**src/hw/rtl/aflv_pkg.sv**
```systemverilog
`timescale 1ns / 1ps
`default_nettype none

package aflv_pkg;

    localparam int DATA_W = 8;
    localparam int LEN_W  = 13;
    localparam int TS_W   = 32;
    localparam int IDX_W  = 4;

    localparam logic [DATA_W-1:0] FLV_TAG_AUDIO  = 8'h08;
    localparam logic [DATA_W-1:0] AAC_SOUND_BYTE = 8'hAF;
    localparam logic [DATA_W-1:0] AAC_PKT_SEQ    = 8'h00;
    localparam logic [DATA_W-1:0] AAC_PKT_RAW    = 8'h01;

    // length of the ADTS header; frames no longer than this are skipped
    localparam logic [LEN_W-1:0] ADTS_HDR_LEN   = 13'd7;
    // data size of a raw tag is frame_length - 7 + 2
    localparam logic [LEN_W-1:0] RAW_SIZE_ADJ   = 13'd5;
    localparam logic [LEN_W-1:0] SEQ_TAG_SIZE   = 13'd4;
    localparam logic [LEN_W-1:0] POS_MAX        = 13'h1FFF;

    // word positions inside a tag burst
    localparam logic [IDX_W-1:0] IDX_SOUND  = 4'd11;
    localparam logic [IDX_W-1:0] IDX_PKT    = 4'd12;
    localparam logic [IDX_W-1:0] IDX_ASC0   = 4'd13;
    localparam logic [IDX_W-1:0] IDX_ASC1   = 4'd14;

    typedef enum logic [1:0] {
        DK_HDR,
        DK_SEQ,
        DK_BYTE
    } t_desc_kind;

    // one queued burst of result words
    typedef struct packed {
        t_desc_kind              kind;
        logic [TS_W-1:0]         stamp;
        logic [LEN_W-1:0]        size;
        logic [DATA_W-1:0]       b0;
        logic [DATA_W-1:0]       b1;
        logic                    end_flag;
        logic                    trunc_flag;
    } t_desc;

endpackage

`default_nettype wire

```
**src/hw/rtl/aflv_adts_if.sv**
```systemverilog
`timescale 1ns / 1ps
`default_nettype none

interface aflv_adts_if;
    logic                         valid;
    logic                         ready;
    logic [aflv_pkg::DATA_W-1:0]  adts_data;
    logic [aflv_pkg::LEN_W-1:0]   frame_length;
    logic [aflv_pkg::TS_W-1:0]    time_stamp;
    logic                         frame_end;

    modport source (output valid, adts_data, frame_length, time_stamp, frame_end,
                    input ready);
    modport sink   (input valid, adts_data, frame_length, time_stamp, frame_end,
                    output ready);
endinterface

`default_nettype wire

```
**src/hw/rtl/aflv_tag_if.sv**
```systemverilog
`timescale 1ns / 1ps
`default_nettype none

interface aflv_tag_if;
    logic                         valid;
    logic                         ready;
    logic [aflv_pkg::DATA_W-1:0]  tag_data;
    logic                         tag_end;
    logic                         tag_kind;
    logic                         truncated;

    modport source (output valid, tag_data, tag_end, tag_kind, truncated,
                    input ready);
    modport sink   (input valid, tag_data, tag_end, tag_kind, truncated,
                    output ready);
endinterface

`default_nettype wire

```
**src/hw/rtl/adts_to_flv_audio_tagger.sv**
```systemverilog
// An accepted byte's burst descriptor is registered in the burst queue (A), then in the output
// sequencer (B). Throughput: payload bytes pass at one word per cycle while the output is ready;
// a frame's first byte (13 or 14 words) and the sequence-header byte (15 words) hold the output
// for their whole burst, and the one-entry burst queue (A) lets one more byte in meanwhile.
// Reset (i_rst_n low, synchronous): frame tracking goes idle, queue and output empty,
// and the sequence header is pending again.
`timescale 1ns / 1ps
`default_nettype none

module adts_to_flv_audio_tagger (
    input  wire         i_clk,
    input  wire         i_rst_n,
    aflv_adts_if.sink   i_adts,
    aflv_tag_if.source  o_tag
);

    localparam logic [1:0] MODE_IDLE = 2'd0;
    localparam logic [1:0] MODE_SEQ  = 2'd1;
    localparam logic [1:0] MODE_RAW  = 2'd2;
    localparam logic [1:0] MODE_SKIP = 2'd3;

    logic                          r_seq_done;
    logic [aflv_pkg::LEN_W-1:0]    r_byte_position;
    logic [aflv_pkg::LEN_W-1:0]    r_held_length;
    logic [aflv_pkg::TS_W-1:0]     r_held_stamp;
    logic [aflv_pkg::DATA_W-1:0]   r_adts_third_byte;
    logic [1:0]                    r_frame_mode;

    logic                          n_seq_done;
    logic [aflv_pkg::LEN_W-1:0]    n_byte_position;
    logic [aflv_pkg::LEN_W-1:0]    n_held_length;
    logic [aflv_pkg::TS_W-1:0]     n_held_stamp;
    logic [aflv_pkg::DATA_W-1:0]   n_adts_third_byte;
    logic [1:0]                    n_frame_mode;

    aflv_pkg::t_desc               r_a;
    logic                          r_a_valid;
    aflv_pkg::t_desc               r_b;
    logic                          r_b_valid;
    logic [aflv_pkg::IDX_W-1:0]    r_idx;

    aflv_pkg::t_desc               n_desc;
    logic                          n_push;

    logic [aflv_pkg::LEN_W-1:0]    pos;
    logic [aflv_pkg::LEN_W-1:0]    len;
    logic [1:0]                    mode_eff;
    logic [2:0]                    profile;
    logic [3:0]                    sr_idx;
    logic [2:0]                    chan;
    logic                          last_byte;

    logic                          in_fire;
    logic                          out_fire;
    logic                          out_last;
    logic                          b_done;
    logic                          a_move;
    logic [aflv_pkg::IDX_W-1:0]    last_idx;

    assign out_fire     = o_tag.valid && o_tag.ready;
    assign b_done       = out_fire && out_last;
    assign a_move       = r_a_valid && (!r_b_valid || b_done);
    assign i_adts.ready = !r_a_valid || a_move;
    assign in_fire      = i_adts.valid && i_adts.ready;

    // per-byte frame tracking and burst descriptor
    always_comb begin
        n_seq_done        = r_seq_done;
        n_held_length     = r_held_length;
        n_held_stamp      = r_held_stamp;
        n_adts_third_byte = r_adts_third_byte;
        n_push            = 1'b0;
        n_desc            = '{kind: aflv_pkg::DK_BYTE, stamp: r_held_stamp,
                              size: aflv_pkg::SEQ_TAG_SIZE, b0: i_adts.adts_data,
                              b1: '0, end_flag: 1'b0, trunc_flag: 1'b0};
        profile           = {1'b0, r_adts_third_byte[7:6]} + 3'd1;
        sr_idx            = r_adts_third_byte[5:2];
        chan              = {r_adts_third_byte[0], i_adts.adts_data[7:6]};

        if (r_frame_mode == MODE_IDLE) begin
            pos           = '0;
            len           = i_adts.frame_length;
            n_held_length = i_adts.frame_length;
            n_held_stamp  = i_adts.time_stamp;
            if (i_adts.frame_length <= aflv_pkg::ADTS_HDR_LEN) begin
                mode_eff = MODE_SKIP;
            end else if (!r_seq_done) begin
                mode_eff = MODE_SEQ;
            end else begin
                mode_eff = MODE_RAW;
            end
        end else begin
            pos      = r_byte_position;
            len      = r_held_length;
            mode_eff = r_frame_mode;
        end

        last_byte = (pos == len - 13'd1);

        unique case (mode_eff)
            MODE_SEQ: begin
                if (pos == 13'd2) begin
                    n_adts_third_byte = i_adts.adts_data;
                end else if (pos == 13'd3) begin
                    n_push          = 1'b1;
                    n_desc.kind     = aflv_pkg::DK_SEQ;
                    n_desc.stamp    = r_held_stamp;
                    n_desc.size     = aflv_pkg::SEQ_TAG_SIZE;
                    n_desc.b0       = {2'b00, profile, sr_idx[3:1]};
                    n_desc.b1       = {sr_idx[0], 1'b0, chan, 3'b000};
                    n_desc.end_flag = 1'b1;
                    n_seq_done      = 1'b1;
                end
            end
            MODE_RAW: begin
                if (r_frame_mode == MODE_IDLE) begin
                    // frame start: tag header, trailing truncation word if it ends here
                    n_push            = 1'b1;
                    n_desc.kind       = aflv_pkg::DK_HDR;
                    n_desc.stamp      = i_adts.time_stamp;
                    n_desc.size       = i_adts.frame_length - aflv_pkg::RAW_SIZE_ADJ;
                    n_desc.trunc_flag = i_adts.frame_end;
                end else if (pos >= aflv_pkg::ADTS_HDR_LEN && pos < len) begin
                    n_push            = 1'b1;
                    n_desc.kind       = aflv_pkg::DK_BYTE;
                    n_desc.b0         = i_adts.adts_data;
                    n_desc.end_flag   = last_byte || i_adts.frame_end;
                    n_desc.trunc_flag = i_adts.frame_end && !last_byte;
                end else if (i_adts.frame_end && pos < aflv_pkg::ADTS_HDR_LEN) begin
                    n_push            = 1'b1;
                    n_desc.kind       = aflv_pkg::DK_BYTE;
                    n_desc.b0         = '0;
                    n_desc.end_flag   = 1'b1;
                    n_desc.trunc_flag = 1'b1;
                end
            end
            default: begin
            end
        endcase

        if (i_adts.frame_end) begin
            n_frame_mode    = MODE_IDLE;
            n_byte_position = '0;
        end else begin
            n_frame_mode    = mode_eff;
            n_byte_position = (pos == aflv_pkg::POS_MAX) ? pos : pos + 13'd1;
        end
    end

    always_ff @(posedge i_clk) begin
        if (!i_rst_n) begin
            r_seq_done        <= 1'b0;
            r_byte_position   <= '0;
            r_held_length     <= '0;
            r_held_stamp      <= '0;
            r_adts_third_byte <= '0;
            r_frame_mode      <= MODE_IDLE;
        end else if (in_fire) begin
            r_seq_done        <= n_seq_done;
            r_byte_position   <= n_byte_position;
            r_held_length     <= n_held_length;
            r_held_stamp      <= n_held_stamp;
            r_adts_third_byte <= n_adts_third_byte;
            r_frame_mode      <= n_frame_mode;
        end
    end

    // burst queue (A) and output sequencer (B)
    always_ff @(posedge i_clk) begin
        if (!i_rst_n) begin
            r_a_valid <= 1'b0;
            r_b_valid <= 1'b0;
            r_idx     <= '0;
        end else begin
            if (in_fire && n_push) begin
                r_a_valid <= 1'b1;
            end else if (a_move) begin
                r_a_valid <= 1'b0;
            end

            if (a_move) begin
                r_b_valid <= 1'b1;
                r_idx     <= '0;
            end else if (b_done) begin
                r_b_valid <= 1'b0;
                r_idx     <= '0;
            end else if (out_fire) begin
                r_idx     <= r_idx + 4'd1;
            end
        end
    end

    always_ff @(posedge i_clk) begin
        if (in_fire && n_push) begin
            r_a <= n_desc;
        end
        if (a_move) begin
            r_b <= r_a;
        end
    end

    always_comb begin
        unique case (r_b.kind)
            aflv_pkg::DK_HDR:  last_idx = r_b.trunc_flag ? aflv_pkg::IDX_ASC0 : aflv_pkg::IDX_PKT;
            aflv_pkg::DK_SEQ:  last_idx = aflv_pkg::IDX_ASC1;
            default:           last_idx = '0;
        endcase
    end

    assign out_last = (r_idx == last_idx);

    // word select for the current burst position
    always_comb begin
        o_tag.tag_end   = 1'b0;
        o_tag.truncated = 1'b0;
        o_tag.tag_kind  = (r_b.kind != aflv_pkg::DK_SEQ);
        o_tag.tag_data  = '0;
        if (r_b.kind == aflv_pkg::DK_BYTE) begin
            o_tag.tag_data  = r_b.b0;
            o_tag.tag_end   = r_b.end_flag;
            o_tag.truncated = r_b.trunc_flag;
        end else begin
            unique case (r_idx)
                4'd0:  o_tag.tag_data = aflv_pkg::FLV_TAG_AUDIO;
                4'd2:  o_tag.tag_data = {3'b000, r_b.size[12:8]};
                4'd3:  o_tag.tag_data = r_b.size[7:0];
                4'd4:  o_tag.tag_data = r_b.stamp[23:16];
                4'd5:  o_tag.tag_data = r_b.stamp[15:8];
                4'd6:  o_tag.tag_data = r_b.stamp[7:0];
                4'd7:  o_tag.tag_data = r_b.stamp[31:24];
                4'd11: o_tag.tag_data = aflv_pkg::AAC_SOUND_BYTE;
                4'd12: o_tag.tag_data = (r_b.kind == aflv_pkg::DK_SEQ) ?
                                        aflv_pkg::AAC_PKT_SEQ : aflv_pkg::AAC_PKT_RAW;
                4'd13: begin
                    if (r_b.kind == aflv_pkg::DK_SEQ) begin
                        o_tag.tag_data = r_b.b0;
                    end else begin
                        o_tag.tag_end   = 1'b1;
                        o_tag.truncated = 1'b1;
                    end
                end
                4'd14: begin
                    o_tag.tag_data = r_b.b1;
                    o_tag.tag_end  = 1'b1;
                end
                default: o_tag.tag_data = '0;
            endcase
        end
    end

    assign o_tag.valid = r_b_valid;

    a_idx_in_burst: assert property (@(posedge i_clk) disable iff (!i_rst_n)
        r_b_valid |-> (r_idx <= last_idx))
        else $error("burst index past last word");

    a_idx_holds: assert property (@(posedge i_clk) disable iff (!i_rst_n)
        (r_b_valid && !o_tag.ready) |=> $stable(r_idx))
        else $error("burst index moved while output stalled");

    a_seq_once: assert property (@(posedge i_clk) disable iff (!i_rst_n)
        r_seq_done |=> r_seq_done)
        else $error("sequence header flag cleared");

    a_trunc_ends: assert property (@(posedge i_clk) disable iff (!i_rst_n)
        (o_tag.valid && o_tag.truncated) |-> o_tag.tag_end)
        else $error("truncated word does not end its tag");

    a_no_overrun: assert property (@(posedge i_clk) disable iff (!i_rst_n)
        (r_a_valid && !a_move) |-> !i_adts.ready)
        else $error("queue full but input ready");

endmodule

`default_nettype wire

```
**src/flat_wrapper.sv**
```systemverilog
// flat-port wrapper written by rule: the top's interface ports become plain ports
module adts_to_flv_audio_tagger_flat 
  (i_clk, i_rst_n, i_adts_valid, i_adts_adts_data, i_adts_frame_length, i_adts_time_stamp, i_adts_frame_end, i_adts_ready, o_tag_valid, o_tag_tag_data, o_tag_tag_end, o_tag_tag_kind, o_tag_truncated, o_tag_ready);
  aflv_adts_if i_adts_i ();
  aflv_tag_if o_tag_i ();
  input  wire i_clk;
  input  wire i_rst_n;
  input wire logic [$bits(i_adts_i.valid)-1:0] i_adts_valid;
  input wire logic [$bits(i_adts_i.adts_data)-1:0] i_adts_adts_data;
  input wire logic [$bits(i_adts_i.frame_length)-1:0] i_adts_frame_length;
  input wire logic [$bits(i_adts_i.time_stamp)-1:0] i_adts_time_stamp;
  input wire logic [$bits(i_adts_i.frame_end)-1:0] i_adts_frame_end;
  output wire logic [$bits(i_adts_i.ready)-1:0] i_adts_ready;
  output wire logic [$bits(o_tag_i.valid)-1:0] o_tag_valid;
  output wire logic [$bits(o_tag_i.tag_data)-1:0] o_tag_tag_data;
  output wire logic [$bits(o_tag_i.tag_end)-1:0] o_tag_tag_end;
  output wire logic [$bits(o_tag_i.tag_kind)-1:0] o_tag_tag_kind;
  output wire logic [$bits(o_tag_i.truncated)-1:0] o_tag_truncated;
  input wire logic [$bits(o_tag_i.ready)-1:0] o_tag_ready;
  assign i_adts_i.valid = i_adts_valid;
  assign i_adts_i.adts_data = i_adts_adts_data;
  assign i_adts_i.frame_length = i_adts_frame_length;
  assign i_adts_i.time_stamp = i_adts_time_stamp;
  assign i_adts_i.frame_end = i_adts_frame_end;
  assign i_adts_ready = i_adts_i.ready;
  assign o_tag_valid = o_tag_i.valid;
  assign o_tag_tag_data = o_tag_i.tag_data;
  assign o_tag_tag_end = o_tag_i.tag_end;
  assign o_tag_tag_kind = o_tag_i.tag_kind;
  assign o_tag_truncated = o_tag_i.truncated;
  assign o_tag_i.ready = o_tag_ready;
  adts_to_flv_audio_tagger u_core (.i_clk(i_clk), .i_rst_n(i_rst_n), .i_adts(i_adts_i), .o_tag(o_tag_i));
endmodule
```
**config.mk**
```make
export PLATFORM = sky130hd
export DESIGN_NAME = adts_to_flv_audio_tagger_flat
export DESIGN_NICKNAME = d
export VERILOG_FILES = /design/src/hw/rtl/aflv_pkg.sv /design/src/hw/rtl/aflv_adts_if.sv /design/src/hw/rtl/aflv_tag_if.sv /design/src/hw/rtl/adts_to_flv_audio_tagger.sv /design/src/flat_wrapper.sv
export SDC_FILE = /design/constraint.sdc
export NUM_CORES = 1
export LEC_CHECK = 0
export ABC_CLOCK_PERIOD_IN_PS = 9700
export BUFFER_PORTS_ARGS = -buffer_cell sky130_fd_sc_hd__buf_2
export CORE_ASPECT_RATIO = 0.7
export CORE_MARGIN = 4
export CORE_UTILIZATION = 30
export CTS_CLUSTER_DIAMETER = 80
export DETAILED_ROUTE_END_ITERATION = 10
export PLACE_DENSITY = 0.56
export SETUP_SLACK_MARGIN = 0.15
export SLEW_MARGIN = 15
export SYNTH_ARGS = -nofsm -noshare
export SYNTH_HDL_FRONTEND = slang
export SYNTH_SLANG_ARGS = --single-unit
```
**constraint.sdc**
```tcl
create_clock -name i_clk -period 9.7 [get_ports i_clk]
set_input_delay 2.425 -clock i_clk [delete_from_list [all_inputs] [get_ports i_clk]]
set_output_delay 2.425 -clock i_clk [all_outputs]
set_load 0.02 [all_outputs]
```
==> impl_summary.txt, run 1 <==
----------------------------------------------------
[Pwr]
  Leak ... 3.870 nW
  Switching portion of total power ... 26.55%
  Share of total power in the clock network ... 43.1%
  Switching power summed over all nets ... 0.4717 mW
  Design internal power ... 1.305 mW
  Fraction of power consumed by combinational cells ... 6.3%
  Max rail drop VDD ... 0.1108 mV
  Part of the total power dissipated in sequential elements ... 50.6%
  Power per unit of standard cell area ... 166.1 mW/mm^2

[Detailed routing]
  Drt pass-1 iters ... 5
  Post-detailed-route count of antenna-violating nets ... 0
  Aggregate routed wire length ... 24.36 mm
  Via/cell ratio ... 5.065
  Total number of vias ... 6970
  Average wire per standard cell ... 17.70 microns
  Residual DRC count ... 0
  Number of DRC markers after the initial detailed-route iteration ... 639

[STA]
  Final Max Tran Viols ... 0
  Setup total negative slack ... 0 ns
  Max-Slew Margin vs Limit ... 31.66%
  Hold violation count in the final report ... 0
  Final Skew ... 0.02430 ns
  Post-layout minimum cycle time ... 6.090 ns
  Final setup violation count ... 0
  Worst slew pin tran ... 1.024 ns
  RSZ-0062 raised after global routing ... false
  WHS ... 0.4221 ns
  Share of the clock period used by the worst path ... 62.78%
  F_max ... 164.2 MHz

[Floorplanning]
  FP Rows ... 53
  Core outline area ... 0.03031 sq mm
  Die area ... 0.03400 sq mm
  Starting density of the core ... 30.76%
  Io pins ... 71
  Vertical die dimension ... 155.5 microns
  Width of the die ... 218.7 microns

[Synth]
  Fraction of registers with async set/reset ... 0%
  Mapped cell area ... 0.009321 sq mm
  Unique masters post-synth ... 68
  Post-synthesis register bit count ... 196
  Most instantiated flip-flop cell in the synthesis netlist ... edfxtp_1
  Most frequent cell after synthesis ... edfxtp_1
  Leading area contributor after synthesis ... edfxtp_1
  Count of mapped cells out of synthesis ... 907
  Commonest cells post-synth ... edfxtp_1 (122), nand2_1 (112), a21oi_1 (89)
  Register area share after synthesis ... 55.19%
  Average cell area after synthesis ... 10.28 sq um
  Synthesis warning total ... 0
  Number of flops mapped to enable cells by yosys ... 122
  Most area-consuming cells after synthesis ... edfxtp_1 (39%), dfxtp_1 (16%), a21oi_1 (4.8%)
  Net count of the mapped netlist ... 990
  Area share of the largest cell type after synthesis ... 39.30%

[Final layout]
  Post-Layout Inst Area ... 0.01070 sq mm
  Filler Cell Count ... 3008
  Area added between synthesis and finish ... 14.74%
  Net count of the finished layout ... 1033
  Number of non-filler instances in the completed layout ... 1376
  Sequential cell area ... 0.005145 sq mm
  Area of combinational cells with multiple inputs ... 0.003849 sq mm
  Fraction of layout cells with a size suffix above 1 ... 13.40%

[Critical path]
  Critical Path Sink Type ... output port
  Arr. time, crit path ... 3.67 ns
  Launching element type of the critical path ... input pin
  Launch point of the critical path ... o_tag_ready
  Crit Path Class ... input pin to output port
  Worst setup path endpoint ... i_adts_ready
  Path depth of the worst reg2reg path ... 12
  Critical R2R Launch ... u_core.r_frame_mode[1]$_SDFFE_PN0P_
  Flop-to-flop setup slack ... 4.79 ns
  WP data required ... 7.28 ns
  Critical path fanouts, max ... 4
  Worst R2R End ... u_core.r_a[61]$_DFFE_PP_

[CTS]
  CTS Root Buffer Type ... clkbuf_16
  Number of H-tree levels ... 4
  Post-CTS clock slew at the launch and capture registers of the worst setup and hold paths ... 0.07 ns
  TritonCTS buffer count ... 17
  Clock Latency Late Sink ... 0.45 ns
  Number of instances resized during post-cts repair ... 0
  CTS tree ... yes
  Count of buffers added by post-CTS timing repair for setup ... 0
  Number of buffers on the longest clock path ... 2
  Post-CTS Hold Fix Bufs ... 0
  Total clock sinks ... 196

[GRT]
  Aggregate global routing overflow ... 0
  First-pass GRT wire length ... 38.55 mm
  Global-route usage over all layers ... 14.46%
  Via count of the first global-routing pass ... 6639
  Largest net degree at the start of global routing ... 68
  Initial antenna violation count ... 3

[Hold path]
  Hold path cells ... 0
  Path category of the worst min-delay check ... flop to flop

[Placed design]
  PortBufs ... 70
  # placed instances ... 1343
  Detailed Place HPWL ... 17.33 mm
  Placed Area ... 0.01003 sq mm
  Final GP Congestion ... 0.9207

[Outcome]
  Outcome ... finished clean

[Run]
  Max-cap check violation count ... 0

----------------------------------------------------
[routing by layer]
metal	part of all wire, %	wire, microns	vias to the layer above	track usage [%]
met4	1.7	416	6	4.120
met3	4.9	1192	29	2.870
met5	0.14	33	-	0
li1	-	-	3409	-
met1	51	12390	3353	22.13
met2	42	10330	173	20.56
[registers in the layout (all words and copies together), names as in the netlist]
signal                    cells
u_core.o_tag.valid            1
u_core.r_a                   61
u_core.r_a_valid              1
u_core.r_adts_third_byte      7
u_core.r_b                   61
u_core.r_byte_position       13
u_core.r_frame_mode           2
u_core.r_held_length         13
u_core.r_held_stamp          32
u_core.r_idx                  4
u_core.r_seq_done             1
[worst min path at each step]
| stage | startpoint | end | slack, ns |
|---|---|---|---|
| finish | u_core.r_a[58]$_DFFE_PP_ | u_core.r_b[58]$_DFFE_PP_ | 0.42 |
| global route | u_core.r_a[41]$_DFFE_PP_ | u_core.r_b[41]$_DFFE_PP_ | 0.43 |
| CTS | u_core.r_a[57]$_DFFE_PP_ | u_core.r_b[57]$_DFFE_PP_ | 0.42 |
| detailed placement | u_core.r_a[44]$_DFFE_PP_ | u_core.r_b[44]$_DFFE_PP_ | 0.40 |
| global placement | u_core.r_a[63]$_DFFE_PP_ | u_core.r_b[63]$_DFFE_PP_ | 0.40 |
| floorplan | u_core.r_a[0]$_SDFFCE_PN0P_ | u_core.r_b[0]$_DFFE_PP_ | 0.40 |
[final cells by class]
class                      instances  share of cell area, %
inverter                          26                 0.9125
clock buffer                      17                  3.978
antenna                            1                0.02340
clock inverter                    15                  2.199
timing repair buffer              80                  3.978
sequential                       196                  48.10
multi-input combinational        629                  35.98
tap                              412                  4.820
[critical path, cell delays in order]
cell and delay (ns):
buf_2 0.12, nand2_1 0.14, nor2_1 0.09, a41oi_1 0.40
nand2_1 0.26, buf_2 0.23
[placed cells by master (no fill, tap or decap), drive strengths merged, types with 13 or more instances in the layout]
| cell | synthesis | routed |
|---|---|---|
| inv | 25 | 36 |
| a211oi | 14 | 14 |
| buf | 21 | 80 |
| clkbuf | 35 | 17 |
| xnor2 | 19 | 19 |
| and2 | 22 | 22 |
| dfxtp | 74 | 74 |
| xor2 | 13 | 13 |
| nor2 | 75 | 75 |
| a21oi | 90 | 90 |
| ha | 25 | 25 |
| o21ai | 49 | 49 |
| nand2 | 112 | 112 |
| edfxtp | 122 | 122 |
| nor4 | 13 | 13 |
| nand3 | 19 | 19 |
| nor3 | 16 | 16 |
| mux2i | 15 | 15 |
| a22o | 34 | 34 |
[metrics by stage]
| step | worst slack, ns | util, % | power [mW] |
|---|---|---|---|
| global route | 3.466 | 35.28 | 1.845 |
| global placement | 3.648 | 33.10 | 1.029 |
| floorplan | 0.2883 | - | 0.9902 |
| finish | 3.610 | 35.29 | 1.777 |
| CTS | 3.614 | 35.28 | 1.798 |
| detailed placement | 3.618 | 33.10 | 1.030 |
[cell families (layout without fill, tap and decap cells)]
family	Yosys count	after routing	share of synthesized area, %
compound gates	247	247	17.06
xor+xnor	32	32	3.007
fa+ha+maj	25	25	3.356
buf+inv	82	138	3.758
flops	196	196	55.19
mux	15	15	1.611
other cells	0	1	0
simple gates	310	310	16.01
[power by group through the flow]
stage	Sequential, mW	Combinational (mW)	Clock [mW]
floorplan	0.915	0.0754	0
detailed placement	0.918	0.112	0
global route	0.900	0.127	0.818
finish	0.899	0.112	0.765
global placement	0.917	0.112	0
CTS	0.899	0.113	0.786
(Power assumes the default switching activity.)
==> inputs of run 2 (changes only) <==
--- a/config.mk
+++ b/config.mk
@@ -5,7 +5,7 @@
 export SDC_FILE = /design/constraint.sdc
 export NUM_CORES = 1
 export LEC_CHECK = 0
-export ABC_CLOCK_PERIOD_IN_PS = 9700
+export ABC_CLOCK_PERIOD_IN_PS = 5400
 export BUFFER_PORTS_ARGS = -buffer_cell sky130_fd_sc_hd__buf_2
 export CORE_ASPECT_RATIO = 0.7
 export CORE_MARGIN = 4
==> constraint.sdc (replaced) <==
create_clock -name i_clk -period 5.4 [get_ports i_clk]
set_input_delay 1.35 -clock i_clk [delete_from_list [all_inputs] [get_ports i_clk]]
set_output_delay 1.35 -clock i_clk [all_outputs]
set_load 0.02 [all_outputs]
==> run 2 against run 1 <==
- register-to-register slack got worse by 3.7 ns
- die area unchanged
- clock power rose by 69%
- sequential cell count unchanged
- cell count increased by 0.22%
- via count grew 1.4%
- highest routed layer unchanged
- critical path type is now flop to output port
- wire length grew 5.9%
- setup slack lost 2.5 ns
- clock-buffer cell count did not move
- sequential share of layout area hardly changed
- non-clock buffer count grew 3
- utilization about the same
- critical endpoint is now o_tag_tag_data[5]
==> impl_summary.txt, run 2 (synthesis results as in run 1) <==
----------------------------------------------------
[Outcome]
  Outcome ... finished clean

[CTS]
  CTS Root Buffer Type ... clkbuf_16
  Number of H-tree levels ... 4
  Number of buffers on the longest clock path ... 2
  Post-CTS clock slew at the launch and capture registers of the worst setup and hold paths ... 0.07 ns
  Number of instances resized during post-cts repair ... 0
  CTS tree ... yes
  Clock Latency Late Sink ... 0.44 ns
  Post-CTS Hold Fix Bufs ... 0
  TritonCTS buffer count ... 17
  Total clock sinks ... 196
  Count of buffers added by post-CTS timing repair for setup ... 0

[STA]
  Hold violation count in the final report ... 0
  Post-layout minimum cycle time ... 4.339 ns
  Final setup violation count ... 0
  F_max ... 230.5 MHz
  Final Skew ... 0.01474 ns
  RSZ-0062 raised after global routing ... false
  Max-Slew Margin vs Limit ... 29.45%
  Share of the clock period used by the worst path ... 80.35%
  Final Max Tran Viols ... 0
  Setup total negative slack ... 0 ns
  Worst slew pin tran ... 1.057 ns

[GRT]
  Global-route usage over all layers ... 15.21%
  Largest net degree at the start of global routing ... 62
  Aggregate global routing overflow ... 0
  Initial antenna violation count ... 4
  Via count of the first global-routing pass ... 6759
  First-pass GRT wire length ... 39.81 mm

[Hold path]
  Path category of the worst min-delay check ... flop to flop
  Origin of the worst min-delay path ... u_core.r_a[20]$_DFFE_PP_

[Floorplanning]
  FP Rows ... 53
  Core outline area ... 0.03031 sq mm
  Vertical die dimension ... 155.5 microns
  Die area ... 0.03400 sq mm
  Starting density of the core ... 30.76%
  Width of the die ... 218.7 microns
  Io pins ... 71

[Detailed routing]
  Post-detailed-route count of antenna-violating nets ... 0
  Residual DRC count ... 0
  Average wire per standard cell ... 18.71 microns
  Total number of vias ... 7066
  Number of DRC markers after the initial detailed-route iteration ... 677
  Aggregate routed wire length ... 25.81 mm
  Drt pass-1 iters ... 5
  Via/cell ratio ... 5.124

[Pwr]
  Max rail drop VDD ... 0.1996 mV
  Power per unit of standard cell area ... 291.2 mW/mm^2
  Leak ... 3.865 nW

[Critical path]
  Critical R2R Launch ... u_core.r_frame_mode[1]$_SDFFE_PN0P_
  Arr. time, crit path ... 2.99 ns
  Crit path max-delay cell type ... dfxtp_1
  Launch point of the critical path ... u_core.r_idx[2]$_SDFFE_PP0P_
  Critical path fanouts, max ... 19
  Worst path bufs/invs ... 2
  Flop-to-flop setup slack ... 1.14 ns
  WP data required ... 4.05 ns
  Crit Path Class ... flop to output port
  Critical Path Sink Type ... output port
  Launching element type of the critical path ... flop
  Crit path max-delay family ... compound AO/OA/AOI/OAI gates
  Crit path cell chain ... clkinv_1 > a21oi_1 > o211ai_1 > o21ai_0 > buf_2
  Slowest Stage Delay on Critical Path ... 0.81 ns

[Run]
  Max-cap check violation count ... 0

[Final layout]
  Final Core Density ... 35.30%
  Net count of the finished layout ... 1036
  Fraction of layout cells with a size suffix above 1 ... 13.77%
  Area added between synthesis and finish ... 14.75%
  Filler Cell Count ... 3056
  Largest registers in the final layout ... u_core.r_a (61), u_core.r_b (61), u_core.r_held_stamp (32)
  Commonest cells after routing, fill and taps aside ... edfxtp_1 (122), nand2_1 (112), a21oi_1 (88), dfxtp_1 (74), nor2_1 (73)
  Commonest non-fill, non-tap cell in the layout ... edfxtp_1

[Placed design]
  Detailed Place HPWL ... 18.00 mm
  PortBufs ... 70
  Final GP Congestion ... 0.9303

----------------------------------------------------
==> run 2: cell type report <==
type / count / area (sq um) / area share [%]
flip-flops and latches: 196 / 5145 / 48.10
multi-input cells: 629 / 3860 / 36.09
well taps: 412 / 515.5 / 4.819
repair buffers: 83 / 473.0 / 4.422
clock buffers: 17 / 425.4 / 3.977
clock inverters: 15 / 177.7 / 1.661
inverters: 26 / 97.59 / 0.9124
diodes: 1 / 2.502 / 0.02339
==> run 2: worst register-to-register path, cell delays in order, from the launching register on <==
cell      delay (ns)
dfxtp_1         0.48
nor2_2          0.63
mux2i_1         0.48
ha_1            0.32
and4_1          0.21
a221o_1         0.41
o21ai_1         0.16
o311a_1         0.28
nand2b_4        0.17
o21ai_1         0.09
a211oi_4        0.28
buf_12          0.35
==> run 2: stage by stage <==
| step | std cells | total power [mW] | hold slack (ns) | area [sq um] | setup slack [ns] |
|---|---|---|---|---|---|
| 3_5_place_dp | 1346 | 1.856 | 0.4045 | 10090 | 0.9481 |
| 6_report | 1379 | 3.115 | 0.4197 | 10700 | 1.061 |
| 3_3_place_gp | 1346 | 1.854 | 0.4024 | 10090 | 1.033 |
| 2_1_floorplan | 907 | 1.780 | 0.4003 | 9348 | 0.1685 |
| 5_1_grt | 1379 | 3.238 | 0.4269 | 10700 | 0.9043 |
| 4_1_cts | 1378 | 3.143 | 0.4190 | 10690 | 1.076 |
==> run 2: routing by layer <==
metal  up-vias  share of wire [%]  GRT usage (%)
li1       3394                  -              -
met1      3404                 49          22.93
met2       231                 42          21.17
met3        31                7.2          4.100
met4         6                1.8          4.511
met5         -              0.089              0
==> run 2: final timing paths <==
| kind | end | cells after the start |
|---|---|---|
| min | u_core.r_b[20]$_DFFE_PP_ | 0 |
| max reg2reg | u_core.r_a[61]$_DFFE_PP_ | 11 |
| min reg2reg | u_core.r_b[20]$_DFFE_PP_ | 0 |
| max | o_tag_tag_data[5] | 5 |
==> run 2: report_power, final <==
group | leakage (nW) | internal [mW] | total [mW] | switching, mW
clock network | 0.290 | 0.632 | 1.29 | 0.660
registers | 1.71 | 1.60 | 1.62 | 0.0180
logic | 1.86 | 0.0803 | 0.208 | 0.128
total | 3.86 | 2.31 | 3.11 | 0.806
==> inputs of run 3 (changes only) <==
--- a/config.mk
+++ b/config.mk
@@ -5,14 +5,15 @@
 export SDC_FILE = /design/constraint.sdc
 export NUM_CORES = 1
 export LEC_CHECK = 0
-export ABC_CLOCK_PERIOD_IN_PS = 5400
+export ABC_AREA = 1
+export ABC_CLOCK_PERIOD_IN_PS = 4100
 export BUFFER_PORTS_ARGS = -buffer_cell sky130_fd_sc_hd__buf_2
 export CORE_ASPECT_RATIO = 0.7
 export CORE_MARGIN = 4
 export CORE_UTILIZATION = 30
 export CTS_CLUSTER_DIAMETER = 80
 export DETAILED_ROUTE_END_ITERATION = 10
-export PLACE_DENSITY = 0.56
+export PLACE_DENSITY = 0.54
 export SETUP_SLACK_MARGIN = 0.15
 export SLEW_MARGIN = 15
 export SYNTH_ARGS = -nofsm -noshare
==> constraint.sdc (replaced) <==
create_clock -name i_clk -period 4.1 [get_ports i_clk]
set_input_delay 1.025 -clock i_clk [delete_from_list [all_inputs] [get_ports i_clk]]
set_output_delay 1.025 -clock i_clk [all_outputs]
set_load 0.02 [all_outputs]
==> run 3 against run 2 <==
- die area rose by 5.7%
- design area is 6.2% higher
- area after synthesis rose by 6.0%
- clock power up 26%
- synthesized cell count increased by 30%
- utilization shrank 0.25 points
- sequential cell count stayed put
- highest routed layer unchanged
- clock skew up 0.00080 ns
==> impl_summary.txt, run 3 <==
----------------------------------------------------
[Synth]
  Post-synthesis register bit count ... 196
  Leading area contributor after synthesis ... edfxtp_1
  Register area share after synthesis ... 52.06%
  Net count of the mapped netlist ... 1261
  Most frequent cell after synthesis ... nand2_1
  Number of flops mapped to enable cells by yosys ... 122
  Synthesis warning total ... 0
  Average cell area after synthesis ... 8.389 sq um
  Most area-consuming cells after synthesis ... edfxtp_1 (37%), dfxtp_1 (15%), nand2_1 (11%)
  Mapped cell area ... 0.009882 sq mm
  Count of mapped cells out of synthesis ... 1178
  Most instantiated flip-flop cell in the synthesis netlist ... edfxtp_1
  Area share of the largest cell type after synthesis ... 37.07%
  Unique masters post-synth ... 52
  Fraction of registers with async set/reset ... 0%
  Commonest cells post-synth ... nand2_1 (290), nor2_1 (156), inv_1 (128)

[Floorplanning]
  Vertical die dimension ... 159.9 microns
  FP Rows ... 55
  Width of the die ... 224.9 microns
  Die area ... 0.03595 sq mm
  Io pins ... 71
  Starting density of the core ... 30.49%
  Core outline area ... 0.03241 sq mm

[Critical path]
  Critical Path Sink Type ... output port
  Flop-to-flop setup slack ... 0.84 ns
  Worst path bufs/invs ... 3
  Crit Path Class ... flop to output port
  Arr. time, crit path ... 2.60 ns
  WP data required ... 3.07 ns
  Critical path fanouts, max ... 8
  Launch point of the critical path ... u_core.r_idx[0]$_SDFFE_PP0P_
  Launching element type of the critical path ... flop
  Crit path max-delay family ... compound AO/OA/AOI/OAI gates
  Slowest Stage Delay on Critical Path ... 0.44 ns
  Crit path max-delay cell type ... dfxtp_1
  Critical R2R Launch ... u_core.r_frame_mode[1]$_SDFFE_PN0P_
  Crit path cell chain ... inv_1 > ha_1 > inv_1 > nor2_2 > nand2_1 > o21ai_0 > a221oi_1 > o211ai_1 > nand2_1 > o21ai_0 > buf_2

[STA]
  RSZ-0062 raised after global routing ... false
  Worst slew pin tran ... 0.6182 ns
  Final Skew ... 0.01555 ns
  Final setup violation count ... 0
  Setup total negative slack ... 0 ns
  Share of the clock period used by the worst path ... 88.41%
  Max-Slew Margin vs Limit ... 58.79%
  Final Max Tran Viols ... 0
  F_max ... 275.9 MHz
  Post-layout minimum cycle time ... 3.625 ns
  Hold violation count in the final report ... 0

[Run]
  Max-cap check violation count ... 0

[CTS]
  CTS Root Buffer Type ... clkbuf_16
  Number of buffers on the longest clock path ... 2
  Clock Latency Late Sink ... 0.44 ns
  Total clock sinks ... 196
  CTS tree ... yes
  Number of instances resized during post-cts repair ... 0
  TritonCTS buffer count ... 17
  Post-CTS clock slew at the launch and capture registers of the worst setup and hold paths ... 0.08 ns
  Post-CTS Hold Fix Bufs ... 0
  Number of H-tree levels ... 4
  Count of buffers added by post-CTS timing repair for setup ... 0

[Pwr]
  Design internal power ... 3.063 mW
  Max rail drop VDD ... 0.3100 mV
  Part of the total power dissipated in sequential elements ... 51.8%
  Switching power summed over all nets ... 1.038 mW
  Fraction of power consumed by combinational cells ... 8.3%
  Leak ... 4.695 nW
  Power per unit of standard cell area ... 361.1 mW/mm^2
  Share of total power in the clock network ... 39.8%
  PnR Total Power ... 4.102 mW
  Switching portion of total power ... 25.32%

[Detailed routing]
  Number of DRC markers after the initial detailed-route iteration ... 722
  Post-detailed-route count of antenna-violating nets ... 0
  Aggregate routed wire length ... 26.36 mm
  Total number of vias ... 7831
  Residual DRC count ... 0
  Average wire per standard cell ... 15.62 microns
  Drt pass-1 iters ... 6
  Via/cell ratio ... 4.642

[GRT]
  First-pass GRT wire length ... 41.67 mm
  Largest net degree at the start of global routing ... 65
  Via count of the first global-routing pass ... 7268
  Global-route usage over all layers ... 14.70%
  Initial antenna violation count ... 2
  Aggregate global routing overflow ... 0

[Outcome]
  Outcome ... finished clean

[Final layout]
  Commonest cells after routing, fill and taps aside ... nand2_1 (290), nor2_1 (153), inv_1 (127), edfxtp_1 (122), nand3_1 (87)
  Fraction of layout cells with a size suffix above 1 ... 14.54%
  Filler Cell Count ... 3302
  Commonest non-fill, non-tap cell in the layout ... nand2_1
  Net count of the finished layout ... 1329
  Largest registers in the final layout ... u_core.r_a (61), u_core.r_b (61), u_core.r_held_stamp (32)
  Area added between synthesis and finish ... 14.94%

[Hold path]
  Origin of the worst min-delay path ... u_core.r_a[0]$_SDFFCE_PN0P_
  Path category of the worst min-delay check ... flop to flop

[Placed design]
  Final GP Congestion ... 0.8682
  PortBufs ... 70
  Detailed Place HPWL ... 19.62 mm

----------------------------------------------------
run 3: cell types whose count changed in the layout (fill, tap and decap cells not counted), moves of 11 or more:
cell      delta
and2_1      -22
inv_1      +105
mux2i_1     -15
a22o_1      -32
nand2_1    +178
a211oi_1    -12
xnor2_1     -17
a21oi_1     -37
nand2_2     +19
nand3_1     +69
nor2_1      +80
o21ai_0     +20
nor2b_1     -11
run 3: kinds of logic (layout without fill, tap and decap cells):
logic type / Yosys count / after routing / share of synthesized area [%]
other: 0 / 1 / 0
adders and majority gates: 25 / 25 / 3.165
buffers and inverters: 181 / 262 / 7.508
and+or+nand+nor: 600 / 600 / 26.35
DFF: 196 / 196 / 52.06
AOI/OAI and AO/OA: 159 / 159 / 9.407
xor gates and xnor gates: 17 / 17 / 1.507
run 3: layout make-up:
| type | instances | area (sq um) | share of cell area, % |
|---|---|---|---|
| diodes | 1 | 2.502 | 0.02203 |
| flip-flops and latches | 196 | 5145 | 45.30 |
| repair buffers | 89 | 555.5 | 4.891 |
| clock buffers | 21 | 460.4 | 4.054 |
| multi-input cells | 801 | 4011 | 35.32 |
| clock inverters | 11 | 116.4 | 1.024 |
| well taps | 427 | 534.3 | 4.704 |
| inverters | 141 | 533.0 | 4.693 |
run 3: power by group through the flow:
stage / clock [mW] / combinational [mW] / sequential, mW
2_1_floorplan: 0 / 0.230 / 2.17
3_3_place_gp: 0 / 0.336 / 2.17
3_5_place_dp: 0 / 0.340 / 2.17
4_1_cts: 1.68 / 0.342 / 2.13
5_1_grt: 1.76 / 0.390 / 2.13
6_report: 1.63 / 0.342 / 2.13
run 3: final timing paths:
| check | end | depth (start not counted) |
|---|---|---|
| setup reg to reg | u_core.r_a[40]$_DFFE_PP_ | 16 |
| hold reg to reg | u_core.r_b[0]$_DFFE_PP_ | 0 |
| hold / removal | u_core.r_b[0]$_DFFE_PP_ | 0 |
| setup / recovery | o_tag_tag_data[6] | 11 |
run 3: layer usage:
metal	vias up	share of wire [%]	global-route usage [%]
met3	17	5.5	2.793
met5	-	0.095	0
li1	4002	-	-
met1	3630	52	22.88
met4	4	0.90	3.173
met2	178	41	21.03
run 3: per-stage QoR:
stage | setup slack, ns | cells | hold slack [ns] | util (%) | area, sq um
3_5_place_dp | 0.2525 | 1654 | 0.4045 | 33.25 | 10780
5_1_grt | 0.2797 | 1686 | 0.4267 | 35.04 | 11360
3_3_place_gp | 0.3318 | 1654 | 0.4004 | 33.25 | 10780
6_report | 0.4750 | 1687 | 0.4108 | 35.04 | 11360
2_1_floorplan | 0.3374 | 1178 | 0.4003 | - | 9888
4_1_cts | 0.3081 | 1686 | 0.4149 | 35.03 | 11350
